`config.mk`:
```
export PLATFORM = sky130hd
export DESIGN_NAME = brake_release_hold_sequencer_core
export DESIGN_NICKNAME = d
export VERILOG_FILES = /design/src/design/brhs_pkg.sv /design/src/design/brake_release_hold_sequencer_core.sv /design/src/design/brhs_cfg.sv /design/src/design/brhs_step.sv
export SDC_FILE = /design/constraint.sdc
export NUM_CORES = 1
export LEC_CHECK = 0
export BUFFER_PORTS_ARGS = -buffer_cell sky130_fd_sc_hd__buf_2
export CAP_MARGIN = 20
export CORE_MARGIN = 2
export CORE_UTILIZATION = 31
export CTS_CLUSTER_DIAMETER = 40
export CTS_CLUSTER_SIZE = 24
export DETAILED_ROUTE_END_ITERATION = 10
export GPL_ROUTABILITY_DRIVEN = 0
export PLACE_DENSITY = 0.5
export SLEW_MARGIN = 30
export SYNTH_ARGS = -nofsm -noshare
export SYNTH_HDL_FRONTEND = slang
export SYNTH_SLANG_ARGS = --single-unit
```
`constraint.sdc`:
```
create_clock -name clk -period 10.43 [get_ports clk]
set_input_delay 0.5215 -clock clk [delete_from_list [all_inputs] [get_ports clk]]
set_output_delay 0.5215 -clock clk [all_outputs]
set_load 0.01 [all_outputs]
```
`src/design/brhs_pkg.sv`:
```
// brhs_pkg: shared types and constants for the brake release/hold sequencer
// holds the command and mode codes, register indexes, config and state records
// no dependencies
package brhs_pkg;

  // adc, field widths and offset arithmetic
  localparam int ADC_BITS   = 12;
  localparam int SAMPLE_W   = 12;
  localparam int LIMIT_W    = 12;
  localparam int DUTY_W     = 16;
  localparam int DELAY_W    = 16;
  localparam int OFFSET_W   = 18;
  localparam logic [OFFSET_W-1:0] ADC_HALF = OFFSET_W'(1 << (ADC_BITS - 1));

  // configuration port
  localparam int CFG_IDX_W  = 3;
  localparam int CFG_DATA_W = 16;

  typedef enum logic [CFG_IDX_W-1:0] {
    REG_HOLD_LIMIT   = 3'd0,
    REG_UNLOCK_LIMIT = 3'd1,
    REG_UNLOCK_DUTY  = 3'd2,
    REG_HOLD_DUTY    = 3'd3,
    REG_UNLOCK_TIME  = 3'd4,
    REG_LOCK_TIME    = 3'd5
  } brhs_reg_t;

  // request commands
  typedef enum logic [1:0] {
    CMD_TICK    = 2'd0,
    CMD_ENABLE  = 2'd1,
    CMD_DISABLE = 2'd2,
    CMD_FAULT   = 2'd3
  } brhs_cmd_t;

  // brake states as shown on the result channel
  typedef enum logic [1:0] {
    MODE_IDLE      = 2'd0,
    MODE_UNLOCKING = 2'd1,
    MODE_HOLD      = 2'd2,
    MODE_LOCKING   = 2'd3
  } brhs_mode_t;

  typedef struct packed {
    logic [LIMIT_W-1:0] hold_current_limit;
    logic [LIMIT_W-1:0] unlock_current_limit;
    logic [DUTY_W-1:0]  unlock_duty;
    logic [DUTY_W-1:0]  hold_duty;
    logic [DELAY_W-1:0] unlock_time;
    logic [DELAY_W-1:0] lock_time;
  } brhs_cfg_t;

  typedef struct packed {
    brhs_mode_t         mode;
    logic [DELAY_W-1:0] delay_count;
    logic               drive_on;
    logic [DUTY_W-1:0]  drive_duty;
    logic               pin_level;
  } brhs_state_t;

endpackage

```
`src/design/brake_release_hold_sequencer_core.sv`:
```
// result: registered, valid in the cycle after its request is accepted
// throughput: one request per cycle unless in_stall is raised; the state register holds the result itself
// in_stall follows out_stall while a result waits, so nothing is dropped
// reset: synchronous active-low rst_n; state idle, drive off, counters and regs zero
// depends on brhs_pkg, brhs_cfg, brhs_step
module brake_release_hold_sequencer_core import brhs_pkg::*; #(
  parameter int FAULT_LIMIT = 100
) (
  input  logic                  clk,
  input  logic                  rst_n,
  // request channel
  input  logic                  in_valid,
  output logic                  in_stall,
  input  logic [1:0]            in_command,
  input  logic [SAMPLE_W-1:0]   in_current_sample,
  // result channel
  output logic                  out_valid,
  input  logic                  out_stall,
  output logic                  out_pwm_on,
  output logic [DUTY_W-1:0]     out_pwm_duty,
  output logic                  out_hold_pin,
  output logic [1:0]            out_brake_state,
  output logic                  out_current_fault,
  // configuration writes
  input  logic                  cfg_valid,
  output logic                  cfg_ready,
  input  logic [CFG_IDX_W-1:0]  cfg_index,
  input  logic [CFG_DATA_W-1:0] cfg_data
);

  localparam int CNT_W = $clog2(FAULT_LIMIT + 1);

  brhs_cfg_t        cfg;
  brhs_state_t      state_r, state_nxt;
  logic [CNT_W-1:0] low_cnt_r, low_cnt_nxt;
  logic             fault_r, fault_nxt;
  logic             out_valid_r;
  logic             in_accept;

  // configuration registers
  brhs_cfg u_cfg (
    .clk       (clk),
    .rst_n     (rst_n),
    .cfg_valid (cfg_valid),
    .cfg_ready (cfg_ready),
    .cfg_index (cfg_index),
    .cfg_data  (cfg_data),
    .cfg       (cfg)
  );

  // per-request next state
  brhs_step #(
    .FAULT_LIMIT (FAULT_LIMIT),
    .CNT_W       (CNT_W)
  ) u_step (
    .command        (in_command),
    .current_sample (in_current_sample),
    .cfg            (cfg),
    .cur            (state_r),
    .low_cnt        (low_cnt_r),
    .nxt            (state_nxt),
    .low_cnt_nxt    (low_cnt_nxt),
    .flagged        (fault_nxt)
  );

  // handshake: take a request whenever the result slot is free or being taken
  assign in_stall  = out_valid_r && out_stall;
  assign in_accept = in_valid && !in_stall;

  // state and result registers
  always_ff @(posedge clk) begin
    if (!rst_n) begin
      state_r     <= '0;
      low_cnt_r   <= '0;
      fault_r     <= 1'b0;
      out_valid_r <= 1'b0;
    end else begin
      if (in_accept) begin
        state_r   <= state_nxt;
        low_cnt_r <= low_cnt_nxt;
        fault_r   <= fault_nxt;
      end
      if (in_accept) begin
        out_valid_r <= 1'b1;
      end else if (!out_stall) begin
        out_valid_r <= 1'b0;
      end
    end
  end

  // result fields are the registered levels
  assign out_valid         = out_valid_r;
  assign out_pwm_on        = state_r.drive_on;
  assign out_pwm_duty      = state_r.drive_duty;
  assign out_hold_pin      = state_r.pin_level;
  assign out_brake_state   = state_r.mode;
  assign out_current_fault = fault_r;

endmodule

```
`src/design/brhs_cfg.sv`:
```
// brhs_cfg: configuration register file for the brake sequencer
// decodes register index writes into the brhs_cfg_t record; uses brhs_pkg
module brhs_cfg import brhs_pkg::*; (
  input  logic                  clk,
  input  logic                  rst_n,
  input  logic                  cfg_valid,
  output logic                  cfg_ready,
  input  logic [CFG_IDX_W-1:0]  cfg_index,
  input  logic [CFG_DATA_W-1:0] cfg_data,
  output brhs_cfg_t             cfg
);

  brhs_cfg_t cfg_r;

  // writes always taken; cfg_ready is tied high
  assign cfg_ready = 1'b1;
  assign cfg       = cfg_r;

  // register decode, indexes beyond the list are dropped
  always_ff @(posedge clk) begin
    if (!rst_n) begin
      cfg_r <= '0;
    end else if (cfg_valid) begin
      unique case (cfg_index)
        REG_HOLD_LIMIT:   cfg_r.hold_current_limit   <= cfg_data[LIMIT_W-1:0];
        REG_UNLOCK_LIMIT: cfg_r.unlock_current_limit <= cfg_data[LIMIT_W-1:0];
        REG_UNLOCK_DUTY:  cfg_r.unlock_duty          <= cfg_data[DUTY_W-1:0];
        REG_HOLD_DUTY:    cfg_r.hold_duty            <= cfg_data[DUTY_W-1:0];
        REG_UNLOCK_TIME:  cfg_r.unlock_time          <= cfg_data[DELAY_W-1:0];
        REG_LOCK_TIME:    cfg_r.lock_time            <= cfg_data[DELAY_W-1:0];
        default: ;
      endcase
    end
  end

endmodule

```
`src/design/brhs_step.sv`:
```
// brhs_step: next-state logic for one request of the brake sequencer
// current check, fault handling and state transitions; uses brhs_pkg
module brhs_step import brhs_pkg::*; #(
  parameter int FAULT_LIMIT = 100,
  parameter int CNT_W       = 7
) (
  input  logic [1:0]          command,
  input  logic [SAMPLE_W-1:0] current_sample,
  input  brhs_cfg_t           cfg,
  input  brhs_state_t         cur,
  input  logic [CNT_W-1:0]    low_cnt,
  output brhs_state_t         nxt,
  output logic [CNT_W-1:0]    low_cnt_nxt,
  output logic                flagged
);

  localparam logic [CNT_W-1:0] CNT_LIMIT = CNT_W'(FAULT_LIMIT);

  logic signed [OFFSET_W-1:0] offset;
  logic signed [OFFSET_W-1:0] limit;
  logic [LIMIT_W-1:0]         limit_raw;
  logic                       in_check;
  logic                       below;
  logic                       fault_evt;
  logic                       delay_zero;
  logic [DELAY_W-1:0]         delay_dec;

  // offset current against the limit of the active state
  assign in_check  = (cur.mode == MODE_HOLD) || (cur.mode == MODE_UNLOCKING);
  assign limit_raw = (cur.mode == MODE_HOLD) ? cfg.hold_current_limit
                                             : cfg.unlock_current_limit;
  assign offset    = $signed({{(OFFSET_W-SAMPLE_W){1'b0}}, current_sample} - ADC_HALF);
  assign limit     = $signed({{(OFFSET_W-LIMIT_W){limit_raw[LIMIT_W-1]}}, limit_raw});
  assign below     = offset < limit;

  // delay test and countdown, wraps when already zero
  assign delay_zero = (cur.delay_count == '0);
  assign delay_dec  = cur.delay_count - DELAY_W'(1);

  always_comb begin
    nxt         = cur;
    low_cnt_nxt = low_cnt;
    flagged     = 1'b0;
    fault_evt   = (command == CMD_FAULT);

    // undercurrent counting on tick
    if (command == CMD_TICK) begin
      if (!in_check) begin
        low_cnt_nxt = '0;
      end else if (below) begin
        if (low_cnt < CNT_LIMIT) begin
          low_cnt_nxt = low_cnt + CNT_W'(1);
        end else begin
          flagged   = 1'b1;
          fault_evt = 1'b1;
        end
      end else begin
        low_cnt_nxt = '0;
      end
    end

    // transitions
    if (fault_evt) begin
      if (cur.mode != MODE_IDLE) begin
        nxt.drive_on   = 1'b0;
        nxt.drive_duty = '0;
        nxt.pin_level  = 1'b0;
        nxt.mode       = MODE_IDLE;
      end
    end else begin
      unique case (cur.mode)
        MODE_IDLE: begin
          if (command == CMD_ENABLE) begin
            nxt.drive_on    = 1'b1;
            nxt.drive_duty  = cfg.unlock_duty;
            nxt.delay_count = cfg.unlock_time;
            nxt.mode        = MODE_UNLOCKING;
          end
        end
        MODE_UNLOCKING: begin
          if (command == CMD_DISABLE) begin
            nxt.mode        = MODE_LOCKING;
            nxt.delay_count = cfg.lock_time;
            nxt.pin_level   = 1'b0;
            nxt.drive_on    = 1'b0;
            nxt.drive_duty  = '0;
          end else begin
            nxt.delay_count = delay_dec;
            if (delay_zero) begin
              nxt.drive_on   = 1'b1;
              nxt.drive_duty = cfg.hold_duty;
              nxt.pin_level  = 1'b1;
              nxt.mode       = MODE_HOLD;
            end
          end
        end
        MODE_HOLD: begin
          if (command == CMD_DISABLE) begin
            nxt.mode        = MODE_LOCKING;
            nxt.delay_count = cfg.lock_time;
            nxt.pin_level   = 1'b0;
            nxt.drive_on    = 1'b0;
            nxt.drive_duty  = '0;
          end
        end
        MODE_LOCKING: begin
          // disable and tick both count the lock delay down
          if (command == CMD_ENABLE) begin
            nxt.drive_on    = 1'b1;
            nxt.drive_duty  = cfg.unlock_duty;
            nxt.delay_count = cfg.unlock_time;
            nxt.mode        = MODE_UNLOCKING;
          end else begin
            nxt.delay_count = delay_dec;
            if (delay_zero) begin
              nxt.drive_on   = 1'b0;
              nxt.drive_duty = '0;
              nxt.pin_level  = 1'b0;
              nxt.mode       = MODE_IDLE;
            end
          end
        end
        default: ;
      endcase
    end
  end

endmodule

```
==> flow_summary.yaml, run 1 <==
finish:
  most-common-layout-cells: "sky130_fd_sc_hd__nand2_1, sky130_fd_sc_hd__dfxtp_1, sky130_fd_sc_hd__a21boi_0, sky130_fd_sc_hd__buf_2, sky130_fd_sc_hd__a22oi_1"
  register_area_sq_um: 2660
  finalNetCount: 841
  finished_core_util_pct: 35.9
  post_route_cells_drive_above_1_share_pct: 16.2
  diodes: 0
  filler_cell_count: 2180
  area_growth_syn_to_layout_pct: 14.7
  multi_input_area_sq_um: 3490
  most_common_cell_after_layout_fill_and_taps_aside: "sky130_fd_sc_hd__nand2_1"
synth:
  synth_warnings: 0
  ys_ff_latch: 133
  netlist_instances: 758
  yosysSeqAreaShare_pct: 40.7
  synth-edff-count: 0
  cell_area_after_synthesis_sq_um: 6540
  synth_async_sr_flop_share_pct: 0
  ys_dominant_reg_cell: "sky130_fd_sc_hd__dfxtp_1"
  synth.avg_cell_area_sq_um: 8.62
  synth.distinct_cells: 64
  mappedNetlistNets: 815
global_routing:
  grt_pass1_wl_mm: 28.2
  grt_pass1_vias: 4939
  track_usage_pct: 16.4
  grt_antenna_before_repair: 0
  grt_start_max_net_pins: 92
  remaining_global_route_overflow: 0
critical_path:
  endpoint_kind: "register"
  critical-path-top-cell-by-count: "sky130_fd_sc_hd__ha_1"
  timing_worst_setup_path_type: "reg -> reg"
  r2r_setup_slack_ns: 6.34
  cp_num_cells: 11
  worst_ep_required_time_ns: 10.77
  r2r.worst_path.cells: 11
  reg_to_reg_critical_path_startpoint: "out_brake_state[0]"
  worstPathMaxFanout: 19
  cpLargestDelayFamily: "compound AO/OA/AOI/OAI gates"
  start_kind: "register"
  critical_path_endpoint: "out_pwm_duty[0]"
  cp_max_stage_cell: "sky130_fd_sc_hd__ha_1"
  worstPathCellList: "inv_1 > ha_1 > mux2i_1 > ha_1 > a21oi_1 > nor2_1 > o41ai_1 > and4_1 > a31oi_4 > a22oi_4 > o2bb2ai_1"
  worstPathBufferInverterCount: 1
  startpoint: "out_brake_state[0]"
  timing.rr.end: "out_pwm_duty[0]"
  crit_arrival_ns: 4.43
  slowest_delay_ns: 0.76
sta:
  finalClockSkew_ns: 0.0153
  grt_setup_unrepaired: "false"
  finalSetupViolations: 0
  slew_violations: 0
  timing_hold_violations_final: 0
  final_period_utilization_pct: 39.2
  min_period_ns: 4.09
  max-slew-margin-rel_pct: 40.7
  worstMarginPinSlew_ns: 0.890
  fmax_mhz: 244
  timing.setup.tns_ns: 0
min_path:
  hold-path-cell-count: 2
  hold_path_class: "in -> reg"
place:
  port_buffers: 60
  dp.final_hpwl_mm: 11.9
detailed_routing:
  detail_route.drc_violations: 0
  totalWireLength_mm: 17.5
  post_drt_wl_per_cell_microns: 16.3
  dr_total_vias: 5261
  dr.pass1.iters: 5
  drtIter0Drc: 404
  post_drt_via_cell_ratio: 4.91
  final_antenna_net_count: 0
floorplanning:
  placement_rows: 53
  floorplan.die.height_microns: 149
  fp.coreArea_sq_um: 20900
  design.die.area_sq_um: 22300
  number_of_placed_i_o_pins: 62
  initial_core_util_pct: 31.3
  fp.dieW_microns: 149
clock_network:
  post_cts_hold_buffer_count: 0
  tritoncts.num_buffers: 17
  ctsHtreeMaxLevel: 4
  cts.sink_count: 133
  clk_buf_depth: 2
  postCtsResizedCells: 0
  path_clk_slew_ns: 0.06
  clk_root_buffer_cell: "sky130_fd_sc_hd__clkbuf_16"
  cts_tree: "built"
  post_cts.repair.setup_buffers: 0
  worst_skew_pair.late_latency_ns: 0.42
outcome:
  run_status: "complete, no violations"
power_and_ir_drop:
  power-per-cell-area_nw_per_um2: 178
  power.leakage_nw: 2.74
  vdd_ir_drop_max_mv: 0.103
flow_run:
  max_cap_violations: 0
## Yosys cell counts (11+ instances only)
cell	n	area, sq um
sky130_fd_sc_hd__nor2_1	22	82.6
sky130_fd_sc_hd__clkbuf_1	32	120
sky130_fd_sc_hd__mux2i_1	11	110
sky130_fd_sc_hd__dfxtp_1	133	2660
sky130_fd_sc_hd__a22oi_1	29	218
sky130_fd_sc_hd__o2bb2ai_2	11	165
sky130_fd_sc_hd__o211a_1	11	110
sky130_fd_sc_hd__buf_4	20	150
sky130_fd_sc_hd__a21boi_0	89	668
sky130_fd_sc_hd__a21oi_1	16	80.1
sky130_fd_sc_hd__nand2_1	220	826
sky130_fd_sc_hd__o211ai_1	13	97.6
sky130_fd_sc_hd__ha_1	19	238
## power breakdown
group / switching, mW / internal [mW] / total, mW / leakage, nW
combinational: 0.128 / 0.0702 / 0.198 / 1.39
clock: 0.240 / 0.356 / 0.596 / 0.272
sequential: 0.0141 / 0.524 / 0.538 / 1.08
total: 0.382 / 0.950 / 1.33 / 2.74
## worst reg2reg max path: cells and delay by family (launching register included)
family          cells  cell delay [ns]
buf+inv             1             0.12
simple gates        2             0.59
compound gates      5             1.62
fa+ha+maj           2             1.03
mux                 1             0.31
flops               1             0.35
## layer usage
layer	wire length [microns]	vias to the layer above	global-route usage, %
li1	-	2700	-
met1	9080	2456	23.9
met2	7660	93	24.1
met3	604	12	3.36
met4	170	0	5.00
met5	0	-	0
## worst min-delay path by stage
stage               slack, ns              from          endpoint
CTS                      0.35          in_valid         out_valid
detailed placement       0.44   out_pwm_duty[3]   out_pwm_duty[3]
finish                   0.37          in_valid         out_valid
global route             0.37          in_valid         out_valid
global placement         0.44  out_pwm_duty[15]  out_pwm_duty[15]
floorplan                0.43   out_pwm_duty[0]   out_pwm_duty[0]
## logic make-up after synthesis
kind of cell               count (synthesis)  share of synthesized area (%)
AOI/OAI and AO/OA                        217                           26.9
xor gates and xnor gates                   8                           1.07
adders and majority gates                 19                           3.64
buffers and inverters                     72                           5.86
DFF                                      133                           40.7
muxes                                     12                           1.91
other                                      1                         0.0574
and+or+nand+nor                          296                           19.9
## through the flow
step	power (mW)	instances	instance area [sq um]	setup slack, ns	hold slack [ns]
final	1.33	1072	7500	6.34	0.374
after global routing	1.39	1072	7500	5.98	0.370
after CTS	1.35	1071	7480	5.87	0.354
after detailed placement	0.746	1039	6900	5.88	0.442
after global placement	0.747	1039	6900	5.96	0.442
after floorplan	0.692	758	6540	6.95	0.434
## sequential cells by signal, indices dropped and copies added, names as in the netlist
name and cells:
u_cfg.cfg 88, out_pwm_on 1, out_brake_state 2, low_cnt_r 7, out_current_fault 1, state_r 16, out_pwm_duty 16, out_valid 1
out_hold_pin 1
## cell type report
| type | count | area share (%) |
|---|---|---|
| clock buffers | 20 | 5.83 |
| clock inverters | 12 | 1.92 |
| inverters | 10 | 0.501 |
| multi-input cells | 553 | 46.6 |
| flip-flops and latches | 133 | 35.5 |
| well taps | 275 | 4.59 |
| repair buffers | 69 | 5.04 |
(Power assumes the default switching activity.)
==> inputs of run 2 (changes only) <==
==> constraint.sdc (replaced) <==
create_clock -name clk -period 4.2 [get_ports clk]
set_input_delay 0.21 -clock clk [delete_from_list [all_inputs] [get_ports clk]]
set_output_delay 0.21 -clock clk [all_outputs]
set_load 0.01 [all_outputs]
==> flow_summary.yaml, run 2 (synthesized netlist as in run 1, its figures left out) <==
outcome:
  run_status: "complete, no violations"
critical_path:
  slowest_delay_ns: 0.57
  crit_arrival_ns: 3.99
  worst_ep_required_time_ns: 4.51
  cp_num_cells: 12
  startpoint: "out_brake_state[0]"
  timing_worst_setup_path_type: "reg -> reg"
  r2r_setup_slack_ns: 0.51
  worstPathMaxFanout: 32
  cpLargestDelayFamily: "simple AND/OR/NAND/NOR gates"
  reg_to_reg_critical_path_startpoint: "out_brake_state[0]"
  worstPathBufferInverterCount: 2
  timing.rr.end: "state_r[26]"
  start_kind: "register"
  endpoint_kind: "register"
  worstPathCellList: "inv_1 > ha_1 > mux2i_1 > ha_1 > nand3_1 > nor2_1 > or4_1 > and4_1 > a31oi_4 > buf_4 > nand2_1 > a32o_1"
  critical-path-top-cell-by-count: "sky130_fd_sc_hd__ha_1"
  cp_max_stage_cell: "sky130_fd_sc_hd__ha_1"
  r2r.worst_path.cells: 12
finish:
  multi_input_area_sq_um: 3490
  area_growth_syn_to_layout_pct: 15.6
  finished_core_util_pct: 36.2
  finalNetCount: 848
  most-common-layout-cells: "sky130_fd_sc_hd__nand2_1, sky130_fd_sc_hd__dfxtp_1, sky130_fd_sc_hd__a21boi_0, sky130_fd_sc_hd__buf_2, sky130_fd_sc_hd__a22oi_1"
  register_area_sq_um: 2660
  post_layout_nonfiller_instances: 1079
  filler_cell_count: 2194
  most_common_cell_after_layout_fill_and_taps_aside: "sky130_fd_sc_hd__nand2_1"
  diodes: 0
  flip_flop_count_of_the_largest_register_all_copies_and_words_added: 88
  post_route_cells_drive_above_1_share_pct: 17.3
  fin_area_sq_um: 7560
place:
  dp.final_hpwl_mm: 11.9
  number_of_placed_instances_with_taps_included: 1047
  port_buffers: 60
  dp_worst_setup_slack_ns: 0.500
  placed_area_sq_um: 6970
power_and_ir_drop:
  netSwitchingPower_mw: 1.02
  power-per-cell-area_nw_per_um2: 437
  share_clk_of_total_power_pct: 44.3
  sw_share_pct: 30.9
  p_comb_share_pct: 15.3
  power.leakage_nw: 2.78
  vdd_ir_drop_max_mv: 0.254
  cell_internal_pwr_mw: 2.28
  seqPwrFrac_pct: 40.4
  power.total_mw: 3.30
floorplanning:
  number_of_placed_i_o_pins: 62
  initial_core_util_pct: 31.3
  fp.coreArea_sq_um: 20900
  placement_rows: 53
  floorplan.die.height_microns: 149
  fp.dieW_microns: 149
  design.die.area_sq_um: 22300
min_path:
  hold_path_class: "in -> reg"
  hold-path-cell-count: 3
  worstHoldStart: "cfg_data[14]"
  hold-path-endpoint: "u_cfg.cfg[62]"
detailed_routing:
  final_antenna_net_count: 0
  dr.pass1.iters: 4
  dr_total_vias: 5323
  post_drt_wl_per_cell_microns: 16.0
  post_drt_via_cell_ratio: 4.93
  drtIter0Drc: 338
  totalWireLength_mm: 17.3
  detail_route.drc_violations: 0
clock_network:
  clk_buf_depth: 2
  ctsHtreeMaxLevel: 4
  post_cts_hold_buffer_count: 0
  clk_root_buffer_cell: "sky130_fd_sc_hd__clkbuf_16"
  tritoncts.num_buffers: 17
  cts.sink_count: 133
  postCtsResizedCells: 0
  worst_skew_pair.late_latency_ns: 0.42
  post_cts.repair.setup_buffers: 0
  cts_tree: "built"
  path_clk_slew_ns: 0.07
sta:
  fin_ws_ns: 0.513
  worstMarginPinSlew_ns: 0.783
  max-slew-margin-rel_pct: 47.6
  finalClockSkew_ns: 0.0174
  fin_worst_hold_slack_ns: 0.0748
  fmax_mhz: 271
  finalSetupViolations: 0
  timing.setup.tns_ns: 0
  grt_setup_unrepaired: "false"
  timing_hold_violations_final: 0
  final_period_utilization_pct: 87.8
  slew_violations: 0
  min_period_ns: 3.69
global_routing:
  grt_pass1_wl_mm: 28.2
  grt_start_max_net_pins: 66
  grt_pass1_vias: 4974
  track_usage_pct: 16.2
  remaining_global_route_overflow: 0
  grt_antenna_before_repair: 0
flow_run:
  max_cap_violations: 0
-- run 2: cell types whose count changed in the layout (fill, tap and decap cells not counted), sizes merged --
cell	delta
buf	+7
inv	+5
clkbuf	-3
clkinv	+3
clkinvlp	-3
bufinv	-2
-- run 2: how the worst max path moves through the flow --
stage / slack, ns / endpoint
2_1_floorplan: 0.72 / out_pwm_duty[14]
3_3_place_gp: 0.58 / state_r[26]
3_5_place_dp: 0.50 / state_r[26]
4_1_cts: 0.48 / state_r[26]
5_1_grt: 0.22 / state_r[26]
6_report: 0.51 / state_r[26]
-- run 2: power by group through the flow --
stage | sequential [mW] | clock, mW | combinational [mW]
after global routing | 1.34 | 1.55 | 0.558
final | 1.33 | 1.46 | 0.506
after CTS | 1.33 | 1.50 | 0.514
after detailed placement | 1.36 | 0 | 0.511
after floorplan | 1.35 | 0 | 0.365
after global placement | 1.36 | 0 | 0.510
-- run 2: area by class of cell --
| class | instances | share of cell area (%) |
|---|---|---|
| inverter | 10 | 0.497 |
| clock buffer | 17 | 5.63 |
| tap | 275 | 4.55 |
| timing repair buffer | 76 | 5.76 |
| multi-input combinational | 553 | 46.2 |
| sequential | 133 | 35.2 |
| clock inverter | 15 | 2.12 |
-- run 2: layer usage --
layer	up-vias	wire length (microns)	global-route usage (%)	part of all wire, %
li1	2718	-	-	-
met1	2508	9040	23.6	52
met2	84	7620	24.4	44
met3	13	505	3.21	2.9
met4	0	153	4.05	0.88
met5	-	0	0	0
-- run 2: worst min-delay path: stages --
cell	delay (ns)
sky130_fd_sc_hd__buf_2	0.13
sky130_fd_sc_hd__nand2_1	0.05
sky130_fd_sc_hd__a21boi_0	0.06
